## config.mk

```make
export PLATFORM = sky130hd
export DESIGN_NAME = knob_button_input_tick
export DESIGN_NICKNAME = d
export VERILOG_FILES = /design/src/design/kbit_pkg.sv /design/src/design/kbit_core.sv /design/src/design/kbit_out_reg.sv /design/src/design/knob_button_input_tick.sv
export SDC_FILE = /design/constraint.sdc
export NUM_CORES = 1
export LEC_CHECK = 0
export ABC_AREA = 0
export BUFFER_PORTS_ARGS = -buffer_cell sky130_fd_sc_hd__buf_2
export CORE_MARGIN = 1
export CORE_UTILIZATION = 51
export DETAILED_ROUTE_END_ITERATION = 8
export GPL_TIMING_DRIVEN = 0
export PLACE_DENSITY = 0.76
export SLEW_MARGIN = 20
export SYNTH_ARGS = -nofsm -noshare
export SYNTH_HDL_FRONTEND = slang
export SYNTH_SLANG_ARGS = --single-unit
```

## constraint.sdc

```tcl
create_clock -name clk -period 3.4 [get_ports clk]
set_input_delay 0.68 -clock clk [delete_from_list [all_inputs] [get_ports clk]]
set_output_delay 0.68 -clock clk [all_outputs]
set_load 0.05 [all_outputs]
```

## src/design/kbit_pkg.sv

```systemverilog
// ----------------------------------------------------------------------------
// kbit_pkg
// Types and constants shared by the button grading and knob slider block.
// ----------------------------------------------------------------------------
`default_nettype none

package kbit_pkg;

	typedef enum logic {
		CMD_TICK = 1'b0,
		CMD_ACK  = 1'b1
	} command_t;

	typedef enum logic [2:0] {
		GRADE_NONE  = 3'd0,
		GRADE_SHORT = 3'd1,
		GRADE_MID   = 3'd2,
		GRADE_MID2  = 3'd3,
		GRADE_LONG  = 3'd4
	} grade_t;

	// Configuration register indexes
	typedef enum logic {
		CFG_SLIDER_ACTIVE = 1'b0,
		CFG_SLIDER_SPAN   = 1'b1
	} cfg_index_t;

	localparam int unsigned CFG_DATA_W = 16;
	localparam int unsigned POS_W      = 17;
	localparam int unsigned HOLD_W     = 5;
	localparam int unsigned DIM_W      = 3;

	localparam logic [POS_W-1:0]  WINDOW_OFFSET = 17'd256;

	localparam logic [HOLD_W-1:0] HOLD_SHORT = 5'd5;
	localparam logic [HOLD_W-1:0] HOLD_MID   = 5'd10;
	localparam logic [HOLD_W-1:0] HOLD_MID2  = 5'd15;
	localparam logic [HOLD_W-1:0] HOLD_LONG  = 5'd20;
	localparam logic [HOLD_W-1:0] HOLD_MAX   = 5'd31;

	localparam logic [DIM_W-1:0]  DIM_LENGTH = 3'd2;
	localparam logic [DIM_W-1:0]  DIM_RESET  = 3'd5;

	localparam logic [1:0] LEVEL_ONE   = 2'd1;
	localparam logic [1:0] LEVEL_TWO   = 2'd2;
	localparam logic [1:0] LEVEL_THREE = 2'd3;

	typedef struct packed {
		command_t         command;
		logic             button_level;
		logic             knob_moving;
		logic [POS_W-1:0] encoder_position;
	} item_t;

	typedef struct packed {
		grade_t           press_grade;
		grade_t           released_grade;
		logic [1:0]       press_level;
		logic [15:0]      activity_count;
		logic [POS_W-1:0] clamped_position;
		logic [15:0]      slider_offset;
		logic             position_write;
		logic             backlight_dim;
	} result_t;

endpackage

`default_nettype wire

```

## src/design/kbit_core.sv

```systemverilog
// ----------------------------------------------------------------------------
// kbit_core
// Press grading, activity count, backlight dim and slider clamp state.
// ----------------------------------------------------------------------------
`default_nettype none

module kbit_core (
	input  wire logic                            clk,
	input  wire logic                            arst_n,
	input  wire logic                            cfg_we,
	input  wire kbit_pkg::cfg_index_t            cfg_index,
	input  wire logic [kbit_pkg::CFG_DATA_W-1:0] cfg_data,
	input  wire logic                            advance,
	input  wire kbit_pkg::item_t                 item_s1,
	output kbit_pkg::result_t                    result_n
);
	import kbit_pkg::*;

	logic              slider_active_q;
	logic [15:0]       slider_span_q;
	logic [HOLD_W-1:0] hold_q;
	grade_t            grade_q;
	grade_t            released_q;
	logic              prev_level_q;
	logic [1:0]        level_q;
	logic [15:0]       activity_q;
	logic [DIM_W-1:0]  dim_q;

	logic [HOLD_W-1:0] hold_a, hold_n;
	grade_t            grade_a, grade_n, released_n;
	logic [1:0]        level_a, level_n;
	logic [15:0]       activity_n;
	logic [DIM_W-1:0]  dim_base, dim_n;
	logic              dim;
	logic              pressed;
	logic              hold_over;
	logic [POS_W-1:0]  window_hi, pos_c;
	logic              pos_write;

	always_ff @(posedge clk or negedge arst_n) begin
		if (!arst_n) begin
			slider_active_q <= 1'b0;
			slider_span_q   <= '0;
		end else if (cfg_we) begin
			unique case (cfg_index)
				CFG_SLIDER_ACTIVE: slider_active_q <= cfg_data[0];
				CFG_SLIDER_SPAN:   slider_span_q   <= cfg_data[15:0];
				default:           slider_span_q   <= slider_span_q;
			endcase
		end
	end

	assign pressed   = !item_s1.button_level;
	assign hold_over = hold_q > HOLD_LONG;
	assign hold_a    = hold_over ? '0 : hold_q;
	assign grade_a   = hold_over ? GRADE_LONG : grade_q;
	assign level_a   = hold_over ? LEVEL_TWO : level_q;
	assign window_hi = WINDOW_OFFSET + {1'b0, slider_span_q};

	// Slider window clamp; the window always holds at least its lower edge.
	always_comb begin
		pos_c     = item_s1.encoder_position;
		pos_write = 1'b0;
		if (slider_active_q) begin
			if (item_s1.encoder_position < WINDOW_OFFSET) begin
				pos_c     = WINDOW_OFFSET;
				pos_write = 1'b1;
			end else if (item_s1.encoder_position > window_hi) begin
				pos_c     = window_hi;
				pos_write = 1'b1;
			end
		end
	end

	always_comb begin
		grade_n    = grade_a;
		level_n    = level_a;
		released_n = released_q;
		hold_n     = hold_a;
		if (pressed) begin
			priority if (hold_a > HOLD_LONG) begin
				grade_n = GRADE_LONG;
				level_n = LEVEL_THREE;
			end else if (hold_a > HOLD_MID2) begin
				grade_n = GRADE_MID2;
				level_n = LEVEL_TWO;
			end else if (hold_a > HOLD_MID) begin
				grade_n = GRADE_MID;
				level_n = LEVEL_ONE;
			end else if (hold_a > HOLD_SHORT) begin
				grade_n = GRADE_SHORT;
			end
			if (hold_a != HOLD_MAX)
				hold_n = hold_a + 1'b1;
		end else begin
			if (!prev_level_q)
				released_n = grade_a;
			grade_n = GRADE_NONE;
			hold_n  = '0;
		end
	end

	assign activity_n = activity_q + {15'd0, item_s1.knob_moving} + {15'd0, pressed};

	always_comb begin
		dim_base = dim_q;
		if (hold_n == HOLD_SHORT || hold_n == HOLD_MID ||
		    hold_n == HOLD_MID2 || hold_n == HOLD_LONG)
			dim_base = DIM_LENGTH;
	end
	assign dim   = dim_base != '0;
	assign dim_n = dim ? dim_base - 1'b1 : dim_base;

	always_ff @(posedge clk or negedge arst_n) begin
		if (!arst_n) begin
			hold_q       <= '0;
			grade_q      <= GRADE_NONE;
			released_q   <= GRADE_NONE;
			prev_level_q <= 1'b0;
			level_q      <= '0;
			activity_q   <= '0;
			dim_q        <= DIM_RESET;
		end else if (advance) begin
			if (item_s1.command == CMD_ACK) begin
				grade_q    <= GRADE_NONE;
				released_q <= GRADE_NONE;
			end else begin
				hold_q       <= hold_n;
				grade_q      <= grade_n;
				released_q   <= released_n;
				prev_level_q <= item_s1.button_level;
				level_q      <= level_n;
				activity_q   <= activity_n;
				dim_q        <= dim_n;
			end
		end
	end

	always_comb begin
		if (item_s1.command == CMD_ACK) begin
			result_n.press_grade      = GRADE_NONE;
			result_n.released_grade   = GRADE_NONE;
			result_n.press_level      = level_q;
			result_n.activity_count   = activity_q;
			result_n.clamped_position = '0;
			result_n.slider_offset    = '0;
			result_n.position_write   = 1'b0;
			result_n.backlight_dim    = 1'b0;
		end else begin
			result_n.press_grade      = grade_n;
			result_n.released_grade   = released_n;
			result_n.press_level      = level_n;
			result_n.activity_count   = activity_n;
			result_n.clamped_position = slider_active_q ? pos_c : item_s1.encoder_position;
			result_n.slider_offset    = slider_active_q ? 16'(pos_c - WINDOW_OFFSET) : 16'd0;
			result_n.position_write   = pos_write;
			result_n.backlight_dim    = dim;
		end
	end

`ifndef SYNTH
	// The hold count is cleared once it passes the long threshold.
	a_hold_bound: assert property (@(posedge clk) disable iff (!arst_n)
		hold_q <= HOLD_LONG + 5'd1)
		else $error("hold count beyond long threshold plus one");

	a_ack_clears: assert property (@(posedge clk) disable iff (!arst_n)
		advance && item_s1.command == CMD_ACK |=>
			grade_q == GRADE_NONE && released_q == GRADE_NONE)
		else $error("acknowledge did not clear the grades");

	a_dim_start: assert property (@(posedge clk) disable iff (!arst_n)
		advance && item_s1.command == CMD_TICK && hold_n == HOLD_SHORT |=>
			dim_q == DIM_LENGTH - 3'd1)
		else $error("dim not started at the short threshold");

	a_state_holds: assert property (@(posedge clk) disable iff (!arst_n)
		!advance |=> $stable(activity_q) && $stable(hold_q) && $stable(dim_q))
		else $error("state changed without a transfer");
`endif

endmodule

`default_nettype wire

```

## src/design/kbit_out_reg.sv

```systemverilog
// ----------------------------------------------------------------------------
// kbit_out_reg
// Result register with valid and stall towards the consumer.
// ----------------------------------------------------------------------------
`default_nettype none

module kbit_out_reg (
	input  wire logic              clk,
	input  wire logic              arst_n,
	input  wire logic              pending,
	input  wire kbit_pkg::result_t result_n,
	input  wire logic              result_stall,
	output logic                   ready,
	output logic                   result_valid,
	output kbit_pkg::result_t      result
);
	import kbit_pkg::*;

	logic    valid_q;
	result_t result_q;

	// The register takes a new result when it is empty or its content leaves.
	assign ready = !valid_q || !result_stall;

	always_ff @(posedge clk or negedge arst_n) begin
		if (!arst_n) begin
			valid_q <= 1'b0;
		end else if (ready) begin
			valid_q <= pending;
		end
	end

	always_ff @(posedge clk) begin
		if (ready && pending) begin
			result_q <= result_n;
		end
	end

	assign result_valid = valid_q;
	assign result       = result_q;

endmodule

`default_nettype wire

```

## src/design/knob_button_input_tick.sv

```systemverilog
// ----------------------------------------------------------------------------
// knob_button_input_tick
// Button press grading, activity count, backlight dim and knob slider clamp.
// ----------------------------------------------------------------------------
//  channel   handshake                    payload
//  item      item_valid / item_stall      item   (kbit_pkg::item_t)
//  result    result_valid / result_stall  result (kbit_pkg::result_t)
//  config    cfg_we                       cfg_index, cfg_data
//
//  An item is registered in the input register on transfer and its result in
//  the result register; one item is taken every cycle while item_stall is low.
//  The result register is the only point of back-pressure: item_stall rises
//  only while an item waits in the input register and the result is stalled.
//  Reset clears control state but not data; the dim countdown starts at five.
// ----------------------------------------------------------------------------
`default_nettype none

module knob_button_input_tick (
	input  wire logic                            clk,
	input  wire logic                            arst_n,
	input  wire logic                            item_valid,
	output logic                                 item_stall,
	input  wire kbit_pkg::item_t                 item,
	output logic                                 result_valid,
	input  wire logic                            result_stall,
	output kbit_pkg::result_t                    result,
	input  wire logic                            cfg_we,
	input  wire kbit_pkg::cfg_index_t            cfg_index,
	input  wire logic [kbit_pkg::CFG_DATA_W-1:0] cfg_data
);
	import kbit_pkg::*;

	item_t   item_s1;
	logic    valid_s1;
	logic    out_ready;
	logic    advance;
	logic    accept;
	result_t result_n;

	assign advance    = valid_s1 && out_ready;
	assign item_stall = valid_s1 && !out_ready;
	assign accept     = item_valid && !item_stall;

	always_ff @(posedge clk or negedge arst_n) begin
		if (!arst_n) begin
			valid_s1 <= 1'b0;
		end else if (accept) begin
			valid_s1 <= 1'b1;
		end else if (advance) begin
			valid_s1 <= 1'b0;
		end
	end

	always_ff @(posedge clk) begin
		if (accept) begin
			item_s1 <= item;
		end
	end

	kbit_core u_core (
		.clk      (clk),
		.arst_n   (arst_n),
		.cfg_we   (cfg_we),
		.cfg_index(cfg_index),
		.cfg_data (cfg_data),
		.advance  (advance),
		.item_s1  (item_s1),
		.result_n (result_n)
	);

	kbit_out_reg u_out_reg (
		.clk         (clk),
		.arst_n      (arst_n),
		.pending     (valid_s1),
		.result_n    (result_n),
		.result_stall(result_stall),
		.ready       (out_ready),
		.result_valid(result_valid),
		.result      (result)
	);

endmodule

`default_nettype wire
```

After elaboration in Yosys (flattened, before gate mapping):

Index checks and enable logic that the tools add are counted.

* add/subtract/negate cells: 6
* magnitude comparators: 7
* equality and inequality tests: 5
* mux-type cells: 31
* bitwise gates (word level): 3
* reductions and logical operators: 18

Operators with widths (count)
* $mux 17: 4
* $mux 53: 1
* $mux 3: 12
* $add 16x1->16: 2
* $add 9x16->17 const A: 1
* $gt 17x17->1: 1
* $lt 17x9->1 const B: 1
* $mux 16: 1
* $sub 16x9->16 const B: 1
* $mux 5: 3
* $eq 5x4->1 const B: 2
* $gt 5x4->1 const B: 2
* $gt 5x5->1 const B: 2
* $mux 2: 5
* $reduce_and 2->1: 3
* $add 5x1->5 const B: 1
* $eq 5x3->1 const B: 1
* $eq 5x5->1 const B: 1
* $gt 5x3->1 const B: 1
* $logic_not 1->1: 5
* $mux 1: 5
* $ne 5x5->1 const B: 1
* $logic_or 1x1->1: 4
* $logic_and 1x1->1: 3
* other kinds (5): 7

* flip-flop bits (word level): 131
* bits of input ports: 42

Longest topological paths before layout:

Gate-level depths: netlist of the first run.

* depth after elaboration: 12
* gate-level depth with buffers: 17

Cells and area by module:

Synthesis of the first run repeated with hierarchy kept, for this count alone.

* cell total of the unflattened synthesis: 560
* area, all modules: 6467.5 sq um

Modules (own cells, without submodules)
* kbit_core: times used 1, cells an instance 471, area each 3983.8 sq um
* kbit_out_reg: times used 1, cells an instance 63, area each 1819.2 sq um
* knob_button_input_tick: times used 1, cells an instance 26, area each 664.4 sq um

Least setup slack after synthesis of the first run:

OpenSTA, ideal clock, no wires.

* path type: input to register
* start point: in result_stall
* end point: reg u_core.activity_q[13]
* library setup time: 79 ps
* data arrival time: 3693 ps
* data required time: 3321 ps
* slack: -372 ps
* cell stages on the path: 7
* path buffers: 1
* cells stage by stage: nand2_1 and2_1 clkbuf_1 nand2_1 or3_1 nor3_1 xor2_1

* cells in the longest elaborated chain, start to end: 4

RTL lines
* start, declared: RTL line knob_button_input_tick.sv:25 `input wire logic result_stall,`
* $logic_not 1->1: RTL line kbit_out_reg.sv:23 `assign ready = !valid_q || !result_stall;`
* $logic_or 1x1->1: RTL line kbit_out_reg.sv:23
* $logic_and 1x1->1: RTL line knob_button_input_tick.sv:40 `assign advance = valid_s1 && out_ready;`
* named net advance: RTL line knob_button_input_tick.sv:36 `logic advance;`
* $reduce_and 2->1 (no source line)
* end signal, assigned: RTL line kbit_core.sv:133 `activity_q <= activity_n;`
* end, declared: RTL line kbit_core.sv:26 `logic [15:0] activity_q;`

The timed path passes the listed nets, and every way through them passes these cells.
A chain may end at the register's enable or synchronous reset.

Final worst setup path of the first run:

* start point: reg u_core.slider_span_q[9]
* end point: reg u_out_reg.result_q (netlist bit u_out_reg.result[13]), data pin

* cells in the longest elaborated chain, start to end: 6

RTL lines
* start, declared: RTL line kbit_core.sv:20 `logic [15:0] slider_span_q;`
* start signal, assigned: RTL line kbit_core.sv:47 `CFG_SLIDER_SPAN: slider_span_q <= cfg_data[15:0];`
* start signal, assigned: RTL line kbit_core.sv:48 `default: slider_span_q <= slider_span_q;`
* $add 9x16->17 (*): RTL line kbit_core.sv:58 `assign window_hi = WINDOW_OFFSET + {1'b0, slider_span_q};`
* $gt 17x17->1: RTL line kbit_core.sv:68 `end else if (item_s1.encoder_position > window_hi) begin`
* $mux 17 (*): RTL line kbit_core.sv:68
* $mux 17 (*): RTL line kbit_core.sv:65 `if (item_s1.encoder_position < WINDOW_OFFSET) begin`
* $mux 17 (*): RTL line kbit_core.sv:64 `if (slider_active_q) begin`
* $sub 16x9->16 (*): RTL line kbit_core.sv:155 `result_n.slider_offset = slider_active_q ? 16'(pos_c - WINDOW_OFFSET) : 16'd0;`
* end signal, assigned: RTL line kbit_out_reg.sv:35 `result_q <= result_n;`
* end, declared: RTL line kbit_out_reg.sv:20 `result_t result_q;`

Every way passes the cells marked *; elsewhere a longest branch is shown, timed or not.

==> impl_metrics.xml, run 1 <==
<?xml version="1.0" encoding="UTF-8"?>
<metrics>
  <group name="timing">
    <metric name="fin_skew" unit="ps">9.14</metric>
    <metric name="final_max_tran_viols" unit="">0</metric>
    <metric name="final_min_period_over_clock_period" unit="%">98.1</metric>
    <metric name="post-route-min-period" unit="ps">3340</metric>
    <metric name="hold_viol" unit="">0</metric>
    <metric name="timing.slew.headroom" unit="%">32.0</metric>
    <metric name="totalNegativeSetupSlack" unit="ps">0</metric>
    <metric name="timing.final.setup_violations" unit="">0</metric>
    <metric name="worst-slew-pin-transition" unit="ps">1020</metric>
    <metric name="maxClockFrequency" unit="MHz">300</metric>
  </group>
  <group name="global_routing">
    <metric name="global_route.usage.total" unit="%">23.7</metric>
    <metric name="antenna_found_initial" unit="">0</metric>
    <metric name="first_global_vias" unit="">4684</metric>
    <metric name="grt_first_pass_wirelength" unit="mm">23.0</metric>
    <metric name="grt_start_max_net_pins" unit="">53</metric>
    <metric name="globalRouteOverflowTotal" unit="">0</metric>
  </group>
  <group name="die">
    <metric name="num_io_pins" unit="">103</metric>
    <metric name="die_x" unit="um">114</metric>
    <metric name="fp.coreArea" unit="um2">12100</metric>
    <metric name="dieArea" unit="um2">13000</metric>
    <metric name="start_util" unit="%">52.9</metric>
    <metric name="fp-row-count" unit="">40</metric>
    <metric name="die_height" unit="um">114</metric>
  </group>
  <group name="cells_and_area">
    <metric name="layout_commonest_cell" unit="">buf_2</metric>
    <metric name="multi_input_comb_area" unit="um2">2760</metric>
    <metric name="antenna_cells" unit="">0</metric>
    <metric name="post-route-util" unit="%">66.8</metric>
    <metric name="layout.filler_cells" unit="">919</metric>
    <metric name="most-common-layout-cells" unit="">buf_2, edfxtp_1, nor2_1</metric>
    <metric name="register_area" unit="um2">3680</metric>
    <metric name="layout-drive-gt1-share" unit="%">32.1</metric>
    <metric name="final_net_count" unit="">761</metric>
    <metric name="area_growth" unit="%">26.3</metric>
  </group>
  <group name="placed_design">
    <metric name="detailed_place_hpwl" unit="mm">10.1</metric>
    <metric name="port-buffer-count" unit="">102</metric>
    <metric name="gp_congestion" unit="">0.906</metric>
  </group>
  <group name="worst_setup_path">
    <metric name="path_max_fanout" unit="">8</metric>
    <metric name="crit_start" unit="">u_core.slider_span_q[9]</metric>
    <metric name="worstSetupPathType" unit="">reg -&gt; reg</metric>
    <metric name="max_stage_delay" unit="ps">460</metric>
    <metric name="critical_path.startpoint_type" unit="">register</metric>
    <metric name="r2r_start" unit="">u_core.slider_span_q[9]</metric>
    <metric name="path_delay_family" unit="">compound AO/OA/AOI/OAI gates</metric>
    <metric name="cp.buffers_inverters" unit="">3</metric>
    <metric name="critical_path.slowest_cell" unit="">dfrtp_2</metric>
    <metric name="cp_cell_sequence" unit="">ha_4, xor2_1, inv_1, ha_1, and4_1, nand3_4, a31o_4, a31o_1, buf_6, a32o_2, buf_4, and3_4, o31ai_2</metric>
    <metric name="worst-endpoint-required" unit="ps">3650</metric>
    <metric name="cp.arrival" unit="ps">3580</metric>
    <metric name="category_of_the_worst_setup_path_capture_point" unit="">register</metric>
  </group>
  <group name="power">
    <metric name="total_leakage_power" unit="nW">3.54</metric>
    <metric name="seq_power_share" unit="%">40.4</metric>
    <metric name="power.internal" unit="mW">3.52</metric>
    <metric name="clock_power_share" unit="%">35.0</metric>
    <metric name="power.ir.vdd_worst" unit="mV">0.352</metric>
    <metric name="power.combinational.fraction" unit="%">24.6</metric>
    <metric name="power_switching" unit="mW">1.56</metric>
    <metric name="power.switching_fraction" unit="%">30.7</metric>
    <metric name="power.density" unit="nW/um2">628</metric>
  </group>
  <group name="clock_network">
    <metric name="clk_pin_slew" unit="ps">50</metric>
    <metric name="clock_latency" unit="ps">420</metric>
    <metric name="cts_num_sinks" unit="">131</metric>
    <metric name="tritoncts_clock_tree" unit="">done</metric>
    <metric name="cts_max_level" unit="">4</metric>
    <metric name="cts.path.max_buffers" unit="">2</metric>
    <metric name="ctsRootBufferMaster" unit="">clkbuf_16</metric>
    <metric name="cts-hold-fix-buffers" unit="">0</metric>
    <metric name="cts_made_buffers" unit="">17</metric>
  </group>
  <group name="routing">
    <metric name="dr.first_iter.drc_count" unit="">367</metric>
    <metric name="route.detailed.wl_per_inst" unit="um">16.9</metric>
    <metric name="drc_errors" unit="">0</metric>
    <metric name="postRouteAntennaNets" unit="">0</metric>
    <metric name="drt_wl_total" unit="mm">14.8</metric>
    <metric name="dr_total_vias" unit="">4817</metric>
    <metric name="drt_first_pass_iters" unit="">5</metric>
    <metric name="detail_route.vias_per_cell" unit="">5.52</metric>
  </group>
  <group name="yosys">
    <metric name="post_synth_edffs" unit="">79</metric>
    <metric name="synthSimpleGateAreaFrac" unit="%">14.2</metric>
    <metric name="synth-xor-area-share" unit="%">4.92</metric>
    <metric name="combinational_family_with_the_most_area_after_synthesis" unit="">simple AND/OR/NAND/NOR gates</metric>
    <metric name="syn-cell-area" unit="um2">6410</metric>
    <metric name="number_of_flip_flops_and_latches_in_the_synthesized_netlist" unit="">131</metric>
    <metric name="synth_compound_gate_area_share" unit="%">9.08</metric>
    <metric name="post_synthesis_net_count" unit="">623</metric>
    <metric name="yosys_warning_total" unit="">0</metric>
    <metric name="synth-adder-area-share" unit="%">5.39</metric>
    <metric name="multiplexer_area_fraction_after_synthesis" unit="%">5.95</metric>
    <metric name="synth_flop_type" unit="">edfxtp_1</metric>
    <metric name="seq_area_frac_synth" unit="%">57.3</metric>
    <metric name="synth_async_sr_flop_share" unit="%">39.7</metric>
    <metric name="postSynthCellCount" unit="">554</metric>
    <metric name="synth.avg_cell_area" unit="um2">11.6</metric>
    <metric name="netlist-cell-type-count" unit="">60</metric>
  </group>
  <group name="run">
    <metric name="max_cap_violations" unit="">0</metric>
  </group>
  <group name="min_path">
    <metric name="min_path_type" unit="">in -&gt; async</metric>
  </group>
  <group name="status">
    <metric name="outcome" unit="">finished clean</metric>
  </group>
</metrics>
synth_stat cells, drive strengths merged (4+ instances only):
cell type  count  area share, %
and2           6           0.59
xnor2         13            1.8
o31ai          5           0.66
xor2          23            3.1
nor3          12            1.1
nand4          4           0.39
nand2         51            3.0
nor2          60            3.5
buf            7           0.62
nand2b         7           0.68
or2            4           0.39
clkbuf        15           0.88
ha            26            5.1
inv           27            1.6
a21oi         19            1.5
edfxtp        79             37
nand3         23            1.8
dfrtp         50             20
a32oi          7            1.1
o21ai         18            1.4
and3           5           0.57
a22oi          9            1.1
or3            4           0.39
mux2          25            4.4
mux2i         10            1.6
nor2b          4           0.39
cells by family after synthesis:
family	after synthesis
AOI/OAI and AO/OA	85
DFF	131
xor gates and xnor gates	36
adders and majority gates	27
and+or+nand+nor	191
muxes	35
buffers and inverters	49
per-stage QoR:
step,power (mW),hold WS (ps),setup WS [ps],instances,area [um2]
final,5.09,304,62.9,873,8100
after CTS,5.00,324,-23.7,864,7850
after detailed placement,3.17,462,-564,825,7160
after floorplan,2.88,384,142,554,6410
after global placement,3.13,450,-453,824,7130
after global routing,5.31,362,-74.0,873,8100
layout make-up:
type                            count  share of cell area, %
Sequential cell                   131                   45.5
Multi-Input combinational cell    374                   34.1
Timing Repair Buffer              120                   8.16
Clock buffer                       27                   6.21
Tap cell                          168                   2.60
Buffer                             21                   1.30
Inverter                           27                   1.25
Clock inverter                      5                  0.927
sequential cells by signal, summed over array words and instances, names as in the netlist:
register / count
item_s1: 20
u_core.activity_q: 16
u_core.dim_q: 3
u_core.grade_q: 3
u_core.hold_q: 5
u_core.level_q: 2
u_core.prev_level_q: 1
u_core.released_q: 3
u_core.slider_active_q: 1
u_core.slider_span_q: 16
u_out_reg.result: 59
u_out_reg.result_valid: 1
valid_s1: 1
power by group through the flow:
stage          clock (mW)  sequential [mW]  combinational [mW]
5_1_grt              1.86             2.07                1.37
3_3_place_gp            0             2.06                1.07
6_report             1.78             2.05                1.25
2_1_floorplan           0             2.31               0.570
3_5_place_dp            0             2.07                1.10
4_1_cts              1.80             2.04                1.16
layer usage:
layer	routed length, um	part of all wire [%]	track usage, %	vias to the layer above
met5	0	0	0	-
met4	376	2.5	11.1	0
met3	754	5.1	6.14	29
met2	7080	48	36.7	172
met1	6550	44	31.4	2359
li1	-	-	-	2257
worst paths after layout:
check,slack [ps],endpoint,cells past startpoint
worst min register to register,470,u_core.dim_q[2],2
worst max-delay path,60,u_out_reg.result[13],13
worst min-delay path,300,u_core.activity_q[3],1
max in group asynchronous,2590,u_core.slider_span_q[9],1
min in group clk,430,item_s1[18],1
worst max register to register,60,u_out_reg.result[13],13
repair_timing:
item / in CTS / in global routing
buffers inserted: 8 / 9
cloned: 0 / 0
pin swaps: 1 / 16
setup endpoints to repair: 31 / 32
gates resized for setup: 14 / 35
Power figures use the tool's default switching activity.
==> inputs of run 2 (changes only) <==
SYNTH_HIERARCHICAL = 1   (was not set)
==> run 2 against run 1 <==
  * Fmax fell by 4.7%
  * Largest power group unchanged
  * The run now ends with setup timing left
  * Critical path depth grew 1
  * Hold slack gained 26 ps
==> impl_metrics.xml, run 2 <==
<?xml version="1.0" encoding="UTF-8"?>
<metrics>
  <group name="status">
    <metric name="outcome" unit="">complete, but fails checks</metric>
    <metric name="violations" unit="">setup timing</metric>
  </group>
  <group name="yosys">
    <metric name="synth.avg_cell_area" unit="um2">11.5</metric>
    <metric name="netlist.top_cell.by_area" unit="">edfxtp_1</metric>
    <metric name="post_synth_edffs" unit="">79</metric>
    <metric name="seq_area_frac_synth" unit="%">56.8</metric>
    <metric name="synthDominantCellAreaShare" unit="%">36.7</metric>
    <metric name="yosysMostFrequentCell" unit="">edfxtp_1</metric>
    <metric name="most_common_library_cells_after_synthesis" unit="">edfxtp_1, nor2_1, nand2_1</metric>
    <metric name="synth_async_sr_flop_share" unit="%">39.7</metric>
    <metric name="netlist-cell-type-count" unit="">64</metric>
    <metric name="yosys_warning_total" unit="">6</metric>
    <metric name="postSynthCellCount" unit="">560</metric>
    <metric name="number_of_flip_flops_and_latches_in_the_synthesized_netlist" unit="">131</metric>
    <metric name="synthTopCellsByArea" unit="">edfxtp_1, dfrtp_1, ha_1</metric>
    <metric name="synth_flop_type" unit="">edfxtp_1</metric>
    <metric name="syn-cell-area" unit="um2">6470</metric>
    <metric name="post_synthesis_net_count" unit="">629</metric>
  </group>
  <group name="power">
    <metric name="power.switching_fraction" unit="%">31.2</metric>
    <metric name="power.ir.vdd_worst" unit="mV">0.365</metric>
    <metric name="power_switching" unit="mW">1.62</metric>
    <metric name="total_leakage_power" unit="nW">3.72</metric>
    <metric name="seq_power_share" unit="%">39.7</metric>
    <metric name="power.internal" unit="mW">3.58</metric>
    <metric name="power.density" unit="nW/um2">619</metric>
    <metric name="clock_power_share" unit="%">34.6</metric>
    <metric name="power.combinational.fraction" unit="%">25.8</metric>
  </group>
  <group name="worst_setup_path">
    <metric name="worstSetupPathType" unit="">reg -&gt; reg</metric>
    <metric name="path_delay_family" unit="">simple AND/OR/NAND/NOR gates</metric>
    <metric name="critical_path.startpoint_type" unit="">register</metric>
    <metric name="cp_cell_sequence" unit="">and2_4, and4_4, nand3_4, xnor2_4, inv_2, ha_4, nand2_4, nor4_4, buf_4, o2111ai_4, and2_4, a22o_4, or4_4, a21oi_2</metric>
    <metric name="cp.buffers_inverters" unit="">2</metric>
    <metric name="category_of_the_worst_setup_path_capture_point" unit="">register</metric>
    <metric name="critical_path.slowest_cell" unit="">or4_4</metric>
    <metric name="worst-endpoint-required" unit="ps">3670</metric>
    <metric name="max_stage_delay" unit="ps">540</metric>
    <metric name="cp.arrival" unit="ps">3770</metric>
    <metric name="path_max_fanout" unit="">6</metric>
    <metric name="worst_path_most_repeated_cell" unit="">and2_4</metric>
  </group>
  <group name="cells_and_area">
    <metric name="area_growth" unit="%">29.9</metric>
    <metric name="antenna_cells" unit="">0</metric>
    <metric name="final_net_count" unit="">781</metric>
    <metric name="layout-drive-gt1-share" unit="%">35.9</metric>
    <metric name="largest_register_ffs" unit="">59</metric>
    <metric name="final-instance-count-excl-fill" unit="">893</metric>
    <metric name="most-common-layout-cells" unit="">buf_2, edfxtp_1, nor2_1</metric>
    <metric name="layout_commonest_cell" unit="">buf_2</metric>
  </group>
  <group name="clock_network">
    <metric name="cts.path.max_buffers" unit="">2</metric>
    <metric name="tritoncts_clock_tree" unit="">done</metric>
    <metric name="clk_pin_slew" unit="ps">60</metric>
    <metric name="cts_max_level" unit="">4</metric>
    <metric name="clock_latency" unit="ps">420</metric>
    <metric name="cts_made_buffers" unit="">17</metric>
    <metric name="cts_num_sinks" unit="">131</metric>
    <metric name="ctsRootBufferMaster" unit="">clkbuf_16</metric>
  </group>
  <group name="timing">
    <metric name="totalNegativeSetupSlack" unit="ps">-205</metric>
    <metric name="final.setup.worst_slack" unit="ps">-101</metric>
    <metric name="post-route-min-period" unit="ps">3500</metric>
    <metric name="final_max_tran_viols" unit="">0</metric>
    <metric name="timing.final.setup_violations" unit="">4</metric>
    <metric name="timing.slew.headroom" unit="%">44.2</metric>
    <metric name="hold_viol" unit="">0</metric>
    <metric name="grt_setup_unrepaired" unit="">yes</metric>
    <metric name="worst-slew-pin-transition" unit="ps">834</metric>
    <metric name="maxClockFrequency" unit="MHz">286</metric>
    <metric name="fin_skew" unit="ps">10.1</metric>
    <metric name="final_min_period_over_clock_period" unit="%">103</metric>
  </group>
  <group name="routing">
    <metric name="dr.first_iter.drc_count" unit="">455</metric>
    <metric name="drt_wl_total" unit="mm">15.3</metric>
    <metric name="drt_first_pass_iters" unit="">5</metric>
    <metric name="dr_total_vias" unit="">4894</metric>
    <metric name="detail_route.vias_per_cell" unit="">5.48</metric>
    <metric name="postRouteAntennaNets" unit="">0</metric>
    <metric name="drc_errors" unit="">0</metric>
    <metric name="route.detailed.wl_per_inst" unit="um">17.1</metric>
  </group>
  <group name="global_routing">
    <metric name="antenna_found_initial" unit="">0</metric>
    <metric name="grt_first_pass_wirelength" unit="mm">23.4</metric>
    <metric name="global_route.usage.total" unit="%">23.6</metric>
    <metric name="grt_start_max_net_pins" unit="">53</metric>
    <metric name="globalRouteOverflowTotal" unit="">0</metric>
    <metric name="first_global_vias" unit="">4772</metric>
  </group>
  <group name="placed_design">
    <metric name="detailed_place_hpwl" unit="mm">9.81</metric>
    <metric name="cells_after_dpl" unit="">832</metric>
    <metric name="port-buffer-count" unit="">102</metric>
    <metric name="gp_congestion" unit="">0.889</metric>
  </group>
  <group name="die">
    <metric name="fp.coreArea" unit="um2">12200</metric>
    <metric name="start_util" unit="%">53.2</metric>
    <metric name="die_x" unit="um">115</metric>
    <metric name="dieArea" unit="um2">13100</metric>
    <metric name="die_height" unit="um">115</metric>
    <metric name="fp-row-count" unit="">40</metric>
    <metric name="num_io_pins" unit="">103</metric>
  </group>
  <group name="run">
    <metric name="max_cap_violations" unit="">0</metric>
  </group>
  <group name="min_path">
    <metric name="min_path_type" unit="">in -&gt; async</metric>
  </group>
</metrics>
-- run 2: path summary, 6_finish.rpt --
path	cells past startpoint	slack (ps)	startpoint	end
worst max-delay path	14	-100	u_core/slider_span_q[11]	u_out_reg/result[15]
worst min-delay path	1	330	arst_n	u_core/hold_q[2]
worst max register to register	14	-100	u_core/slider_span_q[11]	u_out_reg/result[15]
worst min register to register	2	490	u_core/dim_q[2]	u_core/dim_q[2]
max in group asynchronous	1	2550	arst_n	u_core/slider_span_q[9]
min in group clk	1	430	item[16]	item_s1[16]
-- run 2: power by group through the flow --
stage	Sequential [mW]	Clock (mW)	Combinational, mW
floorplan	2.32	0	0.549
global placement	2.07	0	1.06
detailed placement	2.08	0	1.10
CTS	2.05	1.82	1.18
global route	2.08	1.89	1.44
finish	2.06	1.80	1.34
-- run 2: cells by family (layout without fill, tap and decap cells) --
| logic type | count (synthesis) | in the layout | share of synthesized area [%] |
|---|---|---|---|
| AO/OA/AOI/OAI | 92 | 92 | 9.60 |
| XOR/XNOR | 37 | 37 | 5.01 |
| adder cells (fa/ha/maj) | 27 | 27 | 5.34 |
| buffers and inverters | 45 | 210 | 2.81 |
| flip-flops | 131 | 131 | 56.8 |
| multiplexers | 36 | 36 | 6.06 |
| AND/OR/NAND/NOR | 192 | 192 | 14.4 |
-- run 2: final cells by class --
class | instances | area, um2
multi-input cells | 384 | 2940
well taps | 168 | 210
clock inverters | 9 | 103
plain buffers | 12 | 58.8
flip-flops and latches | 131 | 3680
repair buffers | 134 | 798
clock buffers | 23 | 488
inverters | 32 | 120
fillers | 898 | 3760
-- run 2: metal layers --
metal | GRT usage [%] | vias to the layer above | share of wire (%)
li1 | - | 2290 | -
met1 | 30.7 | 2385 | 44
met2 | 38.7 | 198 | 49
met3 | 5.19 | 21 | 5.6
met4 | 9.44 | 0 | 1.9
met5 | 0 | - | 0
-- run 2: what timing repair did --
action | 4_1_cts | 5_1_grt
gates cloned | 0 | 1
buffers inserted | 13 | 16
hold buffers | 0 | 0
gates resized for setup | 28 | 43
pin swaps | 15 | 23
endpoints found under the setup margin | 37 | 36
-- run 2: metrics by stage --
| step | utilization (%) | power [mW] | hold WS (ps) | setup slack [ps] | instance area (um2) |
|---|---|---|---|---|---|
| CTS | 66.4 | 5.06 | 339 | -22.0 | 8080 |
| floorplan | - | 2.87 | 384 | 48.0 | 6480 |
| finish | 69.1 | 5.20 | 330 | -101 | 8400 |
| detailed placement | 59.8 | 3.18 | 451 | -477 | 7270 |
| global placement | 59.2 | 3.13 | 449 | -414 | 7200 |
| global route | 69.1 | 5.41 | 378 | -224 | 8400 |
==> inputs of run 3 (changes only) <==
CTS_CLUSTER_DIAMETER = 120   (was not set)
RECOVER_POWER = 50   (was not set)
==> run 3 against run 2 <==
  * The flow finishes with violations (capacitance limit, slew limit, setup timing)
  * Via count fell by 0.33%
  * Final cell count did not move
  * Critical path depth did not move
  * Fmax rose by 0.18%
  * Flip-flop and latch count did not move
  * Combinational power barely moved
  * Sequential power barely moved
  * Critical path type unchanged
  * Largest power group unchanged
==> impl_metrics.xml, run 3 (same netlist as run 2, synthesis figures left out) <==
<?xml version="1.0" encoding="UTF-8"?>
<metrics>
  <group name="status">
    <metric name="outcome" unit="">complete, but fails checks</metric>
    <metric name="violations" unit="">capacitance limit, slew limit, setup timing</metric>
  </group>
  <group name="timing">
    <metric name="maxClockFrequency" unit="MHz">286</metric>
    <metric name="timing.slew.headroom" unit="%">-12.9</metric>
    <metric name="worst-slew-pin-transition" unit="ps">1690</metric>
    <metric name="fin_skew" unit="ps">6.50</metric>
    <metric name="final_max_tran_viols" unit="">40</metric>
    <metric name="final.setup.worst_slack" unit="ps">-95.0</metric>
    <metric name="hold_viol" unit="">0</metric>
    <metric name="final_min_period_over_clock_period" unit="%">103</metric>
    <metric name="timing.final.setup_violations" unit="">2</metric>
    <metric name="grt_setup_unrepaired" unit="">yes</metric>
    <metric name="post-route-min-period" unit="ps">3500</metric>
  </group>
  <group name="routing">
    <metric name="dr.first_iter.drc_count" unit="">478</metric>
    <metric name="route.detailed.wl_per_inst" unit="um">17.1</metric>
    <metric name="drt_wl_total" unit="mm">15.3</metric>
    <metric name="drc_errors" unit="">0</metric>
    <metric name="postRouteAntennaNets" unit="">0</metric>
    <metric name="dr_total_vias" unit="">4878</metric>
    <metric name="drt_first_pass_iters" unit="">7</metric>
    <metric name="detail_route.vias_per_cell" unit="">5.46</metric>
  </group>
  <group name="power">
    <metric name="power.density" unit="nW/um2">622</metric>
    <metric name="power.internal" unit="mW">3.56</metric>
    <metric name="power.switching_fraction" unit="%">31.3</metric>
    <metric name="total_leakage_power" unit="nW">3.63</metric>
    <metric name="power.combinational.fraction" unit="%">25.5</metric>
    <metric name="total_power" unit="mW">5.18</metric>
    <metric name="seq_power_share" unit="%">39.8</metric>
    <metric name="power_switching" unit="mW">1.62</metric>
    <metric name="power.ir.vdd_worst" unit="mV">0.366</metric>
    <metric name="clock_power_share" unit="%">34.7</metric>
  </group>
  <group name="worst_setup_path">
    <metric name="critical_path.startpoint_type" unit="">register</metric>
    <metric name="path_max_fanout" unit="">6</metric>
    <metric name="worstSetupPathType" unit="">reg -&gt; reg</metric>
    <metric name="worst-endpoint-required" unit="ps">3670</metric>
    <metric name="category_of_the_worst_setup_path_capture_point" unit="">register</metric>
    <metric name="cp.arrival" unit="ps">3770</metric>
  </group>
  <group name="cells_and_area">
    <metric name="antenna_cells" unit="">0</metric>
    <metric name="layout_commonest_cell" unit="">buf_2</metric>
    <metric name="layout-drive-gt1-share" unit="%">32.1</metric>
    <metric name="most-common-layout-cells" unit="">buf_2, edfxtp_1, nor2_1</metric>
    <metric name="fin_area" unit="um2">8320</metric>
    <metric name="post-route-util" unit="%">68.4</metric>
    <metric name="final_net_count" unit="">781</metric>
    <metric name="area_growth" unit="%">28.7</metric>
    <metric name="largest_register_ffs" unit="">59</metric>
  </group>
  <group name="placed_design">
    <metric name="port-buffer-count" unit="">102</metric>
    <metric name="placed_area" unit="um2">7270</metric>
    <metric name="detailed_place_hpwl" unit="mm">9.81</metric>
    <metric name="placement.setup.worst_slack" unit="ps">-477</metric>
    <metric name="gp_congestion" unit="">0.889</metric>
  </group>
  <group name="die">
    <metric name="die_x" unit="um">115</metric>
    <metric name="dieArea" unit="um2">13100</metric>
    <metric name="die_height" unit="um">115</metric>
    <metric name="fp-row-count" unit="">40</metric>
    <metric name="fp.coreArea" unit="um2">12200</metric>
    <metric name="start_util" unit="%">53.2</metric>
    <metric name="num_io_pins" unit="">103</metric>
  </group>
  <group name="global_routing">
    <metric name="grt_start_max_net_pins" unit="">53</metric>
    <metric name="first_global_vias" unit="">4772</metric>
    <metric name="globalRouteOverflowTotal" unit="">0</metric>
    <metric name="global_route.usage.total" unit="%">23.6</metric>
    <metric name="grt_first_pass_wirelength" unit="mm">23.4</metric>
    <metric name="antenna_found_initial" unit="">0</metric>
  </group>
  <group name="clock_network">
    <metric name="clock_latency" unit="ps">420</metric>
    <metric name="clk_pin_slew" unit="ps">60</metric>
    <metric name="cts.path.max_buffers" unit="">2</metric>
    <metric name="cts_max_level" unit="">4</metric>
    <metric name="cts_num_sinks" unit="">131</metric>
    <metric name="cts_made_buffers" unit="">17</metric>
    <metric name="ctsRootBufferMaster" unit="">clkbuf_16</metric>
    <metric name="tritoncts_clock_tree" unit="">done</metric>
  </group>
  <group name="run">
    <metric name="max_cap_violations" unit="">2</metric>
  </group>
  <group name="min_path">
    <metric name="min_path_type" unit="">in -&gt; reg</metric>
  </group>
</metrics>
[run 3: cell type report]
cell class | count | area (um2)
clock inverters | 9 | 103
well taps | 168 | 210
repair buffers | 134 | 743
clock buffers | 23 | 488
fillers | 913 | 3840
inverters | 32 | 120
flip-flops and latches | 131 | 3680
multi-input cells | 384 | 2920
plain buffers | 12 | 58.8
[run 3: metal layers]
layer / vias to the layer above / track usage (%) / wire (um)
met1: 2342 / 30.7 / 6560
met5: - / 0 / 0
li1: 2293 / - / -
met2: 209 / 38.7 / 7390
met3: 34 / 5.19 / 974
met4: 0 / 9.44 / 342
[run 3: through the flow]
stage / std cells / setup TNS [ps] / hold slack, ps
finish: 893 / -172 / 435
global route: 893 / -2820 / 425
CTS: 877 / -33.5 / 339
detailed placement: 832 / -6520 / 451
global placement: 830 / -18560 / 449
floorplan: 560 / 0 / 384
[run 3: power groups by stage]
stage | clock, mW | sequential (mW) | combinational (mW)
after global placement | 0 | 2.07 | 1.06
final | 1.80 | 2.06 | 1.32
after floorplan | 0 | 2.32 | 0.549
after CTS | 1.82 | 2.05 | 1.18
after global routing | 1.89 | 2.09 | 1.42
after detailed placement | 0 | 2.08 | 1.10
[run 3: worst paths after layout]
| check | depth (start not counted) | startpoint | slack (ps) | end |
|---|---|---|---|---|
| max | 14 | u_core/slider_span_q[11] | -100 | u_out_reg/result[15] |
| min | 1 | item[16] | 440 | item_s1[16] |
| max reg2reg | 14 | u_core/slider_span_q[11] | -100 | u_out_reg/result[15] |
| min reg2reg | 2 | u_core/dim_q[2] | 490 | u_core/dim_q[2] |
| max in group asynchronous | 1 | arst_n | 1840 | u_core/slider_span_q[9] |
| min in group asynchronous | 1 | arst_n | 600 | u_core/hold_q[2] |
[run 3: timing repair]
action                                  4_1_cts  5_1_grt
endpoints found under the setup margin       37       36
gates cloned                                  0        1
pin swaps                                    15       23
hold buffers                                  0        0
setup buffers                                13       16
gates resized for setup                      28       43
[run 3: worst max-delay path, stage by stage, from the launching register on]
cell and delay, ps:
dfrtp_1 360, and2_4 160, and4_4 250, nand3_4 90, xnor2_4 160, inv_2 70
ha_4 280, nand2_4 70, nor4_4 410, buf_4 190, o2111ai_4 110, and2_4 230
a22o_4 290, or4_4 540, a21oi_2 140
